$ cat src/ksh_pkg.sv
// ----------------------------------------------------------------------------
// ksh_pkg
// Shared constants and control types for the k-th smallest heap selector.
// ----------------------------------------------------------------------------
package ksh_pkg;

	localparam int MAX_RANK   = 64;
	localparam int VALUE_BITS = 32;
	localparam int ADDR_W     = $clog2(MAX_RANK);
	localparam int CNT_W      = $clog2(MAX_RANK + 1);
	localparam int IDX_W      = ADDR_W + 2;
	localparam int RANK_W     = 7;
	localparam int DATA_W     = 32;
	localparam int PADDR_W    = 3;

	localparam logic [RANK_W-1:0]     RANK_RESET = RANK_W'(1);
	localparam logic [VALUE_BITS-1:0] NOT_FOUND  = '1;

	// register index codes, taken from paddr[2]
	localparam logic [0:0] REG_RANK_K = 1'b0;

	typedef struct packed {
		logic accept;
		logic up_read;
		logic up_step;
		logic dn_read;
		logic dn_step;
		logic load_out;
	} ksh_cmd_t;

	typedef struct packed {
		logic do_insert;
		logic do_replace;
		logic in_last;
		logic last;
		logic pos_zero;
		logic up_done;
		logic dn_leaf;
		logic dn_done;
		logic out_free;
	} ksh_status_t;

endpackage

$ cat src/ksh_if.sv
// ----------------------------------------------------------------------------
// ksh channel interfaces
// Valid/ready channels for samples in and selection results out.
// ----------------------------------------------------------------------------
interface ksh_in_if;
	logic               valid;
	logic               ready;
	logic signed [31:0] sample_value;
	logic               end_of_set;

	modport source (output valid, output sample_value, output end_of_set, input ready);
	modport sink   (input valid, input sample_value, input end_of_set, output ready);
endinterface

interface ksh_out_if;
	logic               valid;
	logic               ready;
	logic signed [31:0] kth_value;
	logic               found;

	modport source (output valid, output kth_value, output found, input ready);
	modport sink   (input valid, input kth_value, input found, output ready);
endinterface

$ cat src/ksh_ram.sv
// ----------------------------------------------------------------------------
// ksh_ram
// Generic RAM, one write port and two registered read ports.
// ----------------------------------------------------------------------------
module ksh_ram #(
	parameter int WIDTH = 32,
	parameter int DEPTH = 64,
	localparam int AW   = $clog2(DEPTH)
) (
	input  logic             clk,
	input  logic             we,
	input  logic [AW-1:0]    waddr,
	input  logic [WIDTH-1:0] wdata,
	input  logic [AW-1:0]    raddr_a,
	input  logic [AW-1:0]    raddr_b,
	output logic [WIDTH-1:0] rdata_a,
	output logic [WIDTH-1:0] rdata_b
);

	logic [WIDTH-1:0] mem_q [DEPTH];

	always_ff @(posedge clk) begin
		if (we) begin
			mem_q[waddr] <= wdata;
		end
		rdata_a <= mem_q[raddr_a];
		rdata_b <= mem_q[raddr_b];
	end

endmodule

$ cat src/ksh_dp.sv
// ----------------------------------------------------------------------------
// ksh_dp
// Heap datapath: heap RAM, sift position, fill count and result register.
// ----------------------------------------------------------------------------
module ksh_dp (
	input  logic                                clk,
	input  logic                                arst_n,
	input  ksh_pkg::ksh_cmd_t                   cmd,
	output ksh_pkg::ksh_status_t                status,
	input  logic [ksh_pkg::RANK_W-1:0]          rank_k,
	input  logic signed [31:0]                  sample_value,
	input  logic                                end_of_set,
	input  logic                                out_ready,
	output logic                                out_valid,
	output logic signed [31:0]                  kth_value,
	output logic                                found
);

	logic signed [ksh_pkg::VALUE_BITS-1:0] v_q;
	logic signed [ksh_pkg::VALUE_BITS-1:0] root_q;
	logic                                  last_q;
	logic [ksh_pkg::ADDR_W-1:0]            pos_q;
	logic [ksh_pkg::CNT_W-1:0]             fill_q;
	logic                                  out_valid_q;
	logic signed [31:0]                    kth_value_q;
	logic                                  found_q;

	logic                                  rank_ok;
	logic signed [ksh_pkg::VALUE_BITS-1:0] in_val;
	logic [ksh_pkg::ADDR_W-1:0]            parent;
	logic [ksh_pkg::IDX_W-1:0]             l_idx;
	logic [ksh_pkg::IDX_W-1:0]             r_idx;
	logic [ksh_pkg::IDX_W-1:0]             lim;
	logic [ksh_pkg::VALUE_BITS-1:0]        rd_a;
	logic [ksh_pkg::VALUE_BITS-1:0]        rd_b;
	logic signed [ksh_pkg::VALUE_BITS-1:0] lv;
	logic signed [ksh_pkg::VALUE_BITS-1:0] rv;
	logic signed [ksh_pkg::VALUE_BITS-1:0] best;
	logic                                  pick_l;
	logic                                  pick_r;
	logic                                  we;
	logic [ksh_pkg::ADDR_W-1:0]            waddr;
	logic [ksh_pkg::VALUE_BITS-1:0]        wdata;
	logic                                  res_found;

	assign in_val  = ksh_pkg::VALUE_BITS'(sample_value);
	assign rank_ok = (rank_k != '0) && (rank_k <= ksh_pkg::RANK_W'(ksh_pkg::MAX_RANK));
	assign parent  = (pos_q - ksh_pkg::ADDR_W'(1)) >> 1;
	assign l_idx   = ksh_pkg::IDX_W'({pos_q, 1'b1});
	assign r_idx   = l_idx + ksh_pkg::IDX_W'(1);
	assign lim     = ksh_pkg::IDX_W'(fill_q);

	assign lv     = $signed(rd_a);
	assign rv     = $signed(rd_b);
	assign pick_l = lv > v_q;
	assign best   = pick_l ? lv : v_q;
	assign pick_r = (r_idx < lim) && (rv > best);

	assign status.do_insert  = rank_ok && (ksh_pkg::RANK_W'(fill_q) < rank_k);
	assign status.do_replace = rank_ok && (ksh_pkg::RANK_W'(fill_q) >= rank_k)
		&& (fill_q != '0) && (in_val < root_q);
	assign status.in_last    = end_of_set;
	assign status.last       = last_q;
	assign status.pos_zero   = (pos_q == '0);
	assign status.up_done    = lv >= v_q;
	assign status.dn_leaf    = l_idx >= lim;
	assign status.dn_done    = !pick_l && !pick_r;
	assign status.out_free   = !out_valid_q || out_ready;

	assign res_found = rank_ok && (ksh_pkg::RANK_W'(fill_q) == rank_k);

	always_comb begin
		we    = 1'b0;
		waddr = pos_q;
		wdata = v_q;
		if (cmd.up_read && status.pos_zero) begin
			we = 1'b1;
		end
		if (cmd.up_step) begin
			we = 1'b1;
			if (!status.up_done) begin
				wdata = rd_a;
			end
		end
		if (cmd.dn_read && status.dn_leaf) begin
			we = 1'b1;
		end
		if (cmd.dn_step) begin
			we = 1'b1;
			if (!status.dn_done) begin
				wdata = pick_r ? rd_b : rd_a;
			end
		end
	end

	ksh_ram #(
		.WIDTH (ksh_pkg::VALUE_BITS),
		.DEPTH (ksh_pkg::MAX_RANK)
	) u_heap_ram (
		.clk     (clk),
		.we      (we),
		.waddr   (waddr),
		.wdata   (wdata),
		.raddr_a (cmd.up_read ? parent : l_idx[ksh_pkg::ADDR_W-1:0]),
		.raddr_b (r_idx[ksh_pkg::ADDR_W-1:0]),
		.rdata_a (rd_a),
		.rdata_b (rd_b)
	);

	// control state
	always_ff @(posedge clk or negedge arst_n) begin
		if (!arst_n) begin
			fill_q      <= '0;
			out_valid_q <= 1'b0;
		end else begin
			if (cmd.accept && status.do_insert) begin
				fill_q <= fill_q + ksh_pkg::CNT_W'(1);
			end
			if (cmd.load_out) begin
				fill_q      <= '0;
				out_valid_q <= 1'b1;
			end else if (out_ready) begin
				out_valid_q <= 1'b0;
			end
		end
	end

	// payload
	always_ff @(posedge clk) begin
		if (cmd.accept) begin
			v_q    <= in_val;
			last_q <= end_of_set;
			pos_q  <= status.do_insert ? fill_q[ksh_pkg::ADDR_W-1:0] : '0;
		end
		if (cmd.up_step && !status.up_done) begin
			pos_q <= parent;
		end
		if (cmd.dn_step && !status.dn_done) begin
			pos_q <= pick_r ? r_idx[ksh_pkg::ADDR_W-1:0] : l_idx[ksh_pkg::ADDR_W-1:0];
		end
		if (we && (waddr == '0)) begin
			root_q <= wdata;
		end
		if (cmd.load_out) begin
			found_q     <= res_found;
			kth_value_q <= 32'(res_found ? root_q : ksh_pkg::NOT_FOUND);
		end
	end

	assign out_valid = out_valid_q;
	assign kth_value = kth_value_q;
	assign found     = found_q;

endmodule

$ cat src/ksh_ctrl.sv
// ----------------------------------------------------------------------------
// ksh_ctrl
// Controller for insert with sift-up, root replace with sift-down and result.
// ----------------------------------------------------------------------------
module ksh_ctrl (
	input  logic                 clk,
	input  logic                 arst_n,
	input  logic                 in_valid,
	output logic                 in_ready,
	input  ksh_pkg::ksh_status_t status,
	output ksh_pkg::ksh_cmd_t    cmd
);

	typedef enum logic [2:0] {
		S_IDLE,
		S_UP,
		S_UP_CMP,
		S_DN,
		S_DN_CMP,
		S_RES
	} state_t;

	state_t state_q;
	state_t finish;

	assign finish   = status.last ? S_RES : S_IDLE;
	assign in_ready = (state_q == S_IDLE);

	always_comb begin
		cmd          = '0;
		cmd.accept   = (state_q == S_IDLE) && in_valid;
		cmd.up_read  = (state_q == S_UP);
		cmd.up_step  = (state_q == S_UP_CMP);
		cmd.dn_read  = (state_q == S_DN);
		cmd.dn_step  = (state_q == S_DN_CMP);
		cmd.load_out = (state_q == S_RES) && status.out_free;
	end

	always_ff @(posedge clk or negedge arst_n) begin
		if (!arst_n) begin
			state_q <= S_IDLE;
		end else begin
			unique case (state_q)
				S_IDLE: begin
					if (in_valid) begin
						if (status.do_insert) begin
							state_q <= S_UP;
						end else if (status.do_replace) begin
							state_q <= S_DN;
						end else if (status.in_last) begin
							state_q <= S_RES;
						end
					end
				end
				S_UP: begin
					state_q <= status.pos_zero ? finish : S_UP_CMP;
				end
				S_UP_CMP: begin
					state_q <= status.up_done ? finish : S_UP;
				end
				S_DN: begin
					state_q <= status.dn_leaf ? finish : S_DN_CMP;
				end
				S_DN_CMP: begin
					state_q <= status.dn_done ? finish : S_DN;
				end
				S_RES: begin
					if (status.out_free) begin
						state_q <= S_IDLE;
					end
				end
				default: begin
					state_q <= S_IDLE;
				end
			endcase
		end
	end

endmodule

$ cat src/kth_smallest_max_heap_select.sv
// ----------------------------------------------------------------------------
// kth_smallest_max_heap_select
// Streams signed samples through a bounded max-heap and reports the k-th
// smallest sample of each set.
//
//   channel     dir   handshake            payload
//   sample_ch   in    valid/ready          sample_value, end_of_set
//   result_ch   out   valid/ready          kth_value, found
//   apb         in    psel/penable/pready  paddr, pwdata, prdata (rank_k)
//
// A sample that leaves the heap alone is taken in the idle state alone. An insert or a root
// replace then walks the heap one level at a time, each level a read state then a
// compare-and-write state, set by the registered read of the heap RAM.
// A last sample then loads the result register, which holds the result while
// the next set streams in; that load waits while the register is full.
// Reset clears the fill count and sets rank_k to 1; the heap RAM is not cleared.
// ----------------------------------------------------------------------------
module kth_smallest_max_heap_select (
	input  logic                         clk,
	input  logic                         arst_n,
	ksh_in_if.sink                       sample_ch,
	ksh_out_if.source                    result_ch,
	input  logic                         psel,
	input  logic                         penable,
	input  logic                         pwrite,
	input  logic [ksh_pkg::PADDR_W-1:0]  paddr,
	input  logic [ksh_pkg::DATA_W-1:0]   pwdata,
	output logic [ksh_pkg::DATA_W-1:0]   prdata,
	output logic                         pready
);

	logic [ksh_pkg::RANK_W-1:0] rank_k_q;
	ksh_pkg::ksh_cmd_t          cmd;
	ksh_pkg::ksh_status_t       status;
	logic                       cfg_wr;

	assign pready = 1'b1;
	assign cfg_wr = psel && penable && pwrite && pready;

	always_ff @(posedge clk or negedge arst_n) begin
		if (!arst_n) begin
			rank_k_q <= ksh_pkg::RANK_RESET;
		end else if (cfg_wr && (paddr[2] == ksh_pkg::REG_RANK_K)) begin
			rank_k_q <= pwdata[ksh_pkg::RANK_W-1:0];
		end
	end

	always_comb begin
		unique case (paddr[2])
			ksh_pkg::REG_RANK_K: prdata = ksh_pkg::DATA_W'(rank_k_q);
			default:             prdata = '0;
		endcase
	end

	ksh_ctrl u_ctrl (
		.clk      (clk),
		.arst_n   (arst_n),
		.in_valid (sample_ch.valid),
		.in_ready (sample_ch.ready),
		.status   (status),
		.cmd      (cmd)
	);

	ksh_dp u_dp (
		.clk          (clk),
		.arst_n       (arst_n),
		.cmd          (cmd),
		.status       (status),
		.rank_k       (rank_k_q),
		.sample_value (sample_ch.sample_value),
		.end_of_set   (sample_ch.end_of_set),
		.out_ready    (result_ch.ready),
		.out_valid    (result_ch.valid),
		.kth_value    (result_ch.kth_value),
		.found        (result_ch.found)
	);

	// result register only loads when it is free
	a_load_free: assert property (@(posedge clk) disable iff (!arst_n)
		cmd.load_out |-> status.out_free)
		else $error("result loaded over a pending transfer");

	a_load_valid: assert property (@(posedge clk) disable iff (!arst_n)
		cmd.load_out |=> result_ch.valid)
		else $error("loaded result not presented");

	a_one_cmd: assert property (@(posedge clk) disable iff (!arst_n)
		$onehot0({cmd.accept, cmd.up_read, cmd.up_step, cmd.dn_read, cmd.dn_step,
			cmd.load_out}))
		else $error("more than one datapath command");

	a_no_accept_busy: assert property (@(posedge clk) disable iff (!arst_n)
		(cmd.up_step || cmd.dn_step) |-> !sample_ch.ready)
		else $error("sample accepted during a sift");

endmodule

$ cat src/flat_wrapper.sv
// flat-port wrapper written by rule: the top's interface ports become plain ports
module kth_smallest_max_heap_select_flat 
  (clk, arst_n, psel, penable, pwrite, paddr, pwdata, prdata, pready, sample_ch_valid, sample_ch_sample_value, sample_ch_end_of_set, sample_ch_ready, result_ch_valid, result_ch_kth_value, result_ch_found, result_ch_ready);
  ksh_in_if sample_ch_i ();
  ksh_out_if result_ch_i ();
  input  logic clk;
  input  logic arst_n;
  input  logic psel;
  input  logic penable;
  input  logic pwrite;
  input  logic [ksh_pkg::PADDR_W-1:0] paddr;
  input  logic [ksh_pkg::DATA_W-1:0] pwdata;
  output logic [ksh_pkg::DATA_W-1:0] prdata;
  output logic pready;
  input wire logic [$bits(sample_ch_i.valid)-1:0] sample_ch_valid;
  input wire logic [$bits(sample_ch_i.sample_value)-1:0] sample_ch_sample_value;
  input wire logic [$bits(sample_ch_i.end_of_set)-1:0] sample_ch_end_of_set;
  output wire logic [$bits(sample_ch_i.ready)-1:0] sample_ch_ready;
  output wire logic [$bits(result_ch_i.valid)-1:0] result_ch_valid;
  output wire logic [$bits(result_ch_i.kth_value)-1:0] result_ch_kth_value;
  output wire logic [$bits(result_ch_i.found)-1:0] result_ch_found;
  input wire logic [$bits(result_ch_i.ready)-1:0] result_ch_ready;
  assign sample_ch_i.valid = sample_ch_valid;
  assign sample_ch_i.sample_value = sample_ch_sample_value;
  assign sample_ch_i.end_of_set = sample_ch_end_of_set;
  assign sample_ch_ready = sample_ch_i.ready;
  assign result_ch_valid = result_ch_i.valid;
  assign result_ch_kth_value = result_ch_i.kth_value;
  assign result_ch_found = result_ch_i.found;
  assign result_ch_i.ready = result_ch_ready;
  kth_smallest_max_heap_select u_core (.clk(clk), .arst_n(arst_n), .sample_ch(sample_ch_i), .result_ch(result_ch_i), .psel(psel), .penable(penable), .pwrite(pwrite), .paddr(paddr), .pwdata(pwdata), .prdata(prdata), .pready(pready));
endmodule
$ cat config.mk
export PLATFORM = sky130hd
export DESIGN_NAME = kth_smallest_max_heap_select_flat
export DESIGN_NICKNAME = d
export VERILOG_FILES = /design/src/ksh_pkg.sv /design/src/ksh_if.sv /design/src/ksh_ram.sv /design/src/ksh_dp.sv /design/src/ksh_ctrl.sv /design/src/kth_smallest_max_heap_select.sv /design/src/flat_wrapper.sv
export SDC_FILE = /design/constraint.sdc
export NUM_CORES = 2
export LEC_CHECK = 0
export BUFFER_PORTS_ARGS = -buffer_cell sky130_fd_sc_hd__buf_2
export CORE_UTILIZATION = 55
export DETAILED_ROUTE_END_ITERATION = 6
export PLACE_DENSITY_LB_ADDON = 0.12
export SYNTH_ARGS = -nofsm -noshare
export SYNTH_HDL_FRONTEND = slang
export SYNTH_SLANG_ARGS = --single-unit
$ cat constraint.sdc
create_clock -name clk -period 21.6 [get_ports clk]
set_input_delay 4.32 -clock clk [delete_from_list [all_inputs] [get_ports clk]]
set_output_delay 4.32 -clock clk [all_outputs]
set_load 0.01 [all_outputs]
Yosys cells after proc, flatten, opt, wreduce, memory -nomap -nowiden. Memories as Yosys holds them, arrays and structs flattened. A register that Yosys moved wholly into a read port is not among the register bits. Cells that the tools add are included.

Add/subtract/negate cells: 3. Magnitude comparators: 9. Multipliers: 0. Reductions and logical operators: 33. Multiplexer cells: 34. Bitwise logic cells: 1. Shift-type cells: 0. Equal/unequal tests: 9. Div/mod/pow operators: 0.

Operator list (count): two-way mux 32 bit (6); > comparator 32 bit (2); two-way mux 6 bit (6); greater-or-equal comparator 32 bit (1); < comparator 32 bit (1); two-way mux 3 bit (10); two-way mux 7 bit (3); logical AND 1 bit (19); case mux 3 bit (6 select lines) (1); greater-or-equal comparator 7 bit (2); nonzero test 7 bit (2); adder 7 x 1 -> 8 bit, second input constant (1); < comparator 8 x 7 -> 1 bit (1); two-way mux 1 bit (8); adder 7 x 1 -> 7 bit, second input constant (1); equality test 7 bit (1); <= comparator 7 bit, second input constant (1); < comparator 7 bit (1); equality test 3 x 2 -> 1 bit, second input constant (2); equality test 3 bit, second input constant (2); zero test 6 bit (1); subtractor 6 x 1 -> 6 bit, second input constant (1); zero test 1 bit (5); inequality test 2 bit, second input constant (2); other kinds (8) (9).

Bits in writable memories: 2048. Memory bits (read-only): 0. Register bits: 122. Logic and storage cells: 100. Latch bits: 0. Memories: 1. Bits of input ports: 75. Output and inout port bits: 68.

Memories: u_core.u_dp.u_heap_ram.mem_q (depth 64, bits a word 32, read ports 2, clocked after memory_dff 2, wr ports 1, RTL line ksh_ram.sv:20) `logic [WIDTH-1:0] mem_q [DEPTH];`.

Longest topological paths before layout.
Depth in word-level cells: 9. Mapped depth: 24.

By module. From an unflattened synthesis, not the netlist that was laid out.

Cell total of the unflattened synthesis: 5287. Area, all modules: 104514.0 um2.

By module, submodules not included: ksh_ram (cells an instance 4412, area each 95660.5 um2, times used 1); ksh_dp (cells an instance 783, area each 7973.9 um2, times used 1); kth_smallest_max_heap_select (cells an instance 50, area each 543.0 um2, times used 1); ksh_ctrl (cells an instance 42, area each 336.6 um2, times used 1).

Least setup slack after synthesis. No wires, ideal clock.

Path kind: input -> output. Start: input paddr[2] (netlist name). End: output prdata[0] (netlist name). Data arrival time: 4498 ps. Setup slack: 12782 ps. Buffers on the path: 0. Cell stages on the path: 1. Path through: nor2b_1.

Longest elaborated chain between the ends: 1.

Ends and longest elaborated chain: start: declaration (RTL line flat_wrapper.sv:11) `input logic [ksh_pkg::PADDR_W-1:0] paddr;`; two-way mux 7 bit (RTL line kth_smallest_max_heap_select.sv:49) `unique case (paddr[2])`; end: declaration (RTL line flat_wrapper.sv:13) `output logic [ksh_pkg::DATA_W-1:0] prdata;`.

Every way passes these cells.

Final worst setup path.
Start: register u_core.u_dp.v_q[13] (netlist name). End: memory u_core.u_dp.u_heap_ram.mem_q[15][8], data pin.

Longest elaborated chain between the ends: 8. Elaborated cells on any way between the ends: 13. Classes of those cells: 3 x order compare; 6 x mux; 4 x reduce/logical.

Ends and longest elaborated chain: start: declaration (RTL line ksh_dp.sv:19) `logic signed [ksh_pkg::VALUE_BITS-1:0] v_q;`; start signal: assignment (RTL line ksh_dp.sv:131) `v_q <= in_val;`; > comparator 32 bit (RTL line ksh_dp.sv:55) `assign pick_l = lv > v_q;`; two-way mux 32 bit (RTL line ksh_dp.sv:56) `assign best = pick_l ? lv : v_q;`; > comparator 32 bit (RTL line ksh_dp.sv:57) `assign pick_r = (r_idx < lim) && (rv > best);`; logical AND 1 bit (RTL line ksh_dp.sv:57); zero test 1 bit (RTL line ksh_dp.sv:67) `assign status.dn_done = !pick_l && !pick_r;`; logical AND 1 bit (RTL line ksh_dp.sv:67); two-way mux 32 bit (RTL line ksh_dp.sv:90) `if (!status.dn_done) begin`; two-way mux 32 bit * (RTL line ksh_dp.sv:88) `if (cmd.dn_step) begin`; via u_core.u_dp.u_heap_ram.wdata[8] (RTL line ksh_ram.sv:13) `input logic [WIDTH-1:0] wdata,`; end: declaration (RTL line ksh_ram.sv:20).

Mark *: on every way through the listed nets, which the timed path passes. The rest lies on a longest branch.

==> flow_metrics.env <==
export IMPL_crit_end="u_core.u_dp.u_heap_ram.mem_q[15][8]"
export IMPL_layout_setup_ws_ps=12410
export IMPL_synth_edf_count=2152
export IMPL_cts_tree="built"
export IMPL_synth_cell_types=62
export IMPL_crit_fanout=48
export IMPL_status="finished, final reports clean"
export IMPL_drt_pass1_iter_count=6
export IMPL_core_area_um2=174000
export IMPL_path_common_cell="buf_4"
export IMPL_cp_arrival_ps=9710
export IMPL_clk_path_buf_depth=3
export IMPL_worst_slew_pin_slew_ps=1180
export IMPL_layoutNonFillerInstCount=7871
export IMPL_antenna_found_initial=5
export IMPL_postSynthCellCount=5233
export IMPL_drive_above_1_share_pct=26.2
export IMPL_slowest_stage="nor4_1"
export IMPL_period_share_pct=42.5
export IMPL_grt_max_degree=126
export IMPL_most_common_layout_cells="2152 x edfxtp_1, 768 x mux4_2, 363 x nand2_1, 225 x mux2i_1, 224 x clkbuf_16"
export IMPL_yosys_warnings=0
export IMPL_io_pins=143
export IMPL_drv_slew=0
export IMPL_peakVddDrop_uv=273
export IMPL_cp_required_ps=22120
export IMPL_htreeDepth=4
export IMPL_hpwlAfterDp_um=148000
export IMPL_cts_setup_buffers=0
export IMPL_drv_cap=0
export IMPL_tns_ps=0
export IMPL_placedCellCount=7464
export IMPL_port_buffers=89
export IMPL_r2r_end="u_core.u_dp.u_heap_ram.mem_q[15][8]"
export IMPL_gp_congestion=0.883
export IMPL_vias=53000
export IMPL_drc=0
export IMPL_routedWlPerCell_um=33.9
export IMPL_clock_skew_final_ps=24.0
export IMPL_power_density_nw_per_um2=172
export IMPL_drt_iter0_drc=6613
export IMPL_fp_row_count=153
export IMPL_power_leakage_nw=35.2
export IMPL_ys_seq_area_share_pct=68.5
export IMPL_crit_path_cell_trace="inv_1 -> ha_1 -> nand4_1 -> nor4_1 -> a21boi_0 -> or4_1 -> a221oi_2 -> nor2b_4 -> buf_4 -> nor2_1 -> a21oi_1 -> ha_1 -> nand4_1 -> nor3_1 -> a21boi_1 -> or4_1 -> a2111oi_0 -> a2111oi_2 -> buf_4 -> o21ai_1 -> and2_4 -> buf_4 -> a21oi_4 -> buf_4"
export IMPL_grt_pass1_vias=52100
export IMPL_grt_ovfl_total=0
export IMPL_clkTransAtPathRegs_ps=60
export IMPL_clkLatencyLatePin_ps=870
export IMPL_worstSetupStartpoint="u_core.u_dp.v_q[13]"
export IMPL_critical_path_max_stage_delay_ps=830
export IMPL_cts_inserted_buffers=220
export IMPL_avgSynthCellArea_um2=18.5
export IMPL_clkSinkCount=2234
export IMPL_dieArea_um2=178000
export IMPL_synth_area_um2=96800
export IMPL_hp_class="reg -> reg"
export IMPL_ys_seq_elements=2234
export IMPL_final_common_cell="edfxtp_1"
export IMPL_nNetsFinal=5554
export IMPL_dp_slack_ps=12480
export IMPL_start_util_pct=55.5
export IMPL_rsz0062_at_grt="no"
export IMPL_relSlewSlack_pct=19.1
export IMPL_r2r_setup_slack_ps=12410
export IMPL_holdWs_ps=508
export IMPL_reg2reg_from="u_core.u_dp.v_q[13]"
export IMPL_track_usage_pct=30.1
export IMPL_cts_root_buffer="clkbuf_16"
export IMPL_cp_start_kind="flip-flop"
export IMPL_min_period_ps=9190
export IMPL_fmaxAchievable_mhz=109
export IMPL_finalHoldViolCount=0
export IMPL_criticalPathCategory="reg -> reg"
export IMPL_ctsHoldBuffers=0
export IMPL_routed_wl_um=267000
export IMPL_avgViaCountPerCell=6.73
export IMPL_ant_nets=0
export IMPL_cts_resized=0
export IMPL_grt_pass1_wl_um=379000
export IMPL_finalSetupViolCount=0
export IMPL_die_y_um=422
export IMPL_chipWidth_um=422
export IMPL_synth_ff_type="edfxtp_1"
export IMPL_r2r_cells=24
export IMPL_endpoint_kind="flip-flop"
export IMPL_area_growth_synth_to_final_pct=11.4
export IMPL_async_flop_share_pct=0.806
[registers in the layout (all words and copies together), names as in the netlist]
| name | count |
|---|---|
| u_core.u_dp.root_q | 32 |
| u_core.u_ctrl.state_q | 3 |
| u_core.u_dp.fill_q | 7 |
| u_core.u_dp.v_q | 32 |
| u_core.u_dp.u_heap_ram.rdata_b | 32 |
| u_core.u_dp.found | 1 |
| u_core.u_dp.out_valid | 1 |
| u_core.u_dp.last_q | 1 |
| u_core.u_dp.kth_value | 32 |
| u_core.u_dp.u_heap_ram.mem_q | 2048 |
| u_core.rank_k_q | 7 |
| u_core.u_dp.pos_q | 6 |
| u_core.u_dp.u_heap_ram.rdata_a | 32 |
[Yosys cell counts (all sizes together), types with 7 or more instances]
master  count  area share (%)
nor3        9           0.047
nand4      18            0.12
a211oi    133             1.0
clkbuf    181            0.70
dfxtp      64             1.3
nand3     184            0.95
xnor2      13            0.12
dfrtp      17            0.44
a21oi     244             1.3
buf       186            0.97
inv        91            0.35
nand2b      9           0.058
edfxtp   2152              67
o21ai      59            0.31
mux2i     225             2.3
mux4      768              18
mux2        9            0.10
ha        118             1.5
o22ai      33            0.21
nor2b     135            0.87
nand2     364             1.4
nor2      130            0.50
o21a        8           0.062
o211ai      7           0.054
[critical path, delay by kind of cell (launching register included)]
kind                       cells  cell delay [ps]
AOI/OAI and AO/OA              8             2510
adders and majority gates      2              600
buffers and inverters          5             1780
DFF                            1              370
and+or+nand+nor                9             3440
[worst min path at each step]
stage | cells past startpoint | start | to | slack [ps]
finish | 1 | u_core.rank_k_q[6] | u_core.rank_k_q[6] | 510
floorplan | 1 | u_core.rank_k_q[6] | u_core.rank_k_q[6] | 480
global placement | 1 | u_core.rank_k_q[6] | u_core.rank_k_q[6] | 490
detailed placement | 1 | u_core.rank_k_q[6] | u_core.rank_k_q[6] | 500
CTS | 1 | u_core.rank_k_q[6] | u_core.rank_k_q[6] | 510
global route | 2 | u_core.u_dp.root_q[4] | u_core.u_dp.kth_value[4] | 540
[report_power, final]
part           switching, mW  internal [mW]  leakage (nW)
Sequential             0.132           5.85          20.0
Clock                   1.61           2.05          3.34
Combinational           5.69           3.17          11.8
[kinds of logic (layout without fill, tap and decap cells)]
| family | count (synthesis) | after routing | synth area share, % |
|---|---|---|---|
| buffers and inverters | 458 | 738 | 2.02 |
| AND/OR/NAND/NOR | 888 | 888 | 4.26 |
| multiplexers | 1002 | 1002 | 20.3 |
| adder cells (fa/ha/maj) | 118 | 118 | 1.53 |
| other | 2 | 35 | 0.00776 |
| flip-flops | 2234 | 2234 | 68.5 |
| XOR/XNOR | 18 | 18 | 0.163 |
| AO/OA/AOI/OAI | 513 | 513 | 3.19 |
[metrics by stage]
| stage | instance area, µm² | total power [mW] | utilization (%) |
|---|---|---|---|
| floorplan | 96900 | 11.7 | - |
| global placement | 101000 | 14.7 | 57.9 |
| detailed placement | 101000 | 14.8 | 57.9 |
| CTS | 108000 | 18.5 | 61.8 |
| global route | 108000 | 19.3 | 61.8 |
| finish | 108000 | 18.5 | 61.8 |
[layer usage]
layer	share of wire, %	global-route usage, %	up-vias
met5	0	0	-
met4	2.3	6.99	0
met3	11	7.46	395
met2	46	46.0	2793
met1	40	44.2	28100
li1	-	-	21600
[area by class of cell]
type	count	area, µm²
fill	12200	66600
sequential	2234	66400
multi-input combinational	2565	29600
clock buffer	293	5960
tap	2325	2910
timing repair buffer	249	1800
clock inverter	105	856
inverter	91	348
antenna	9	22.5
Note: power is estimated with default switching activity, not from simulation.
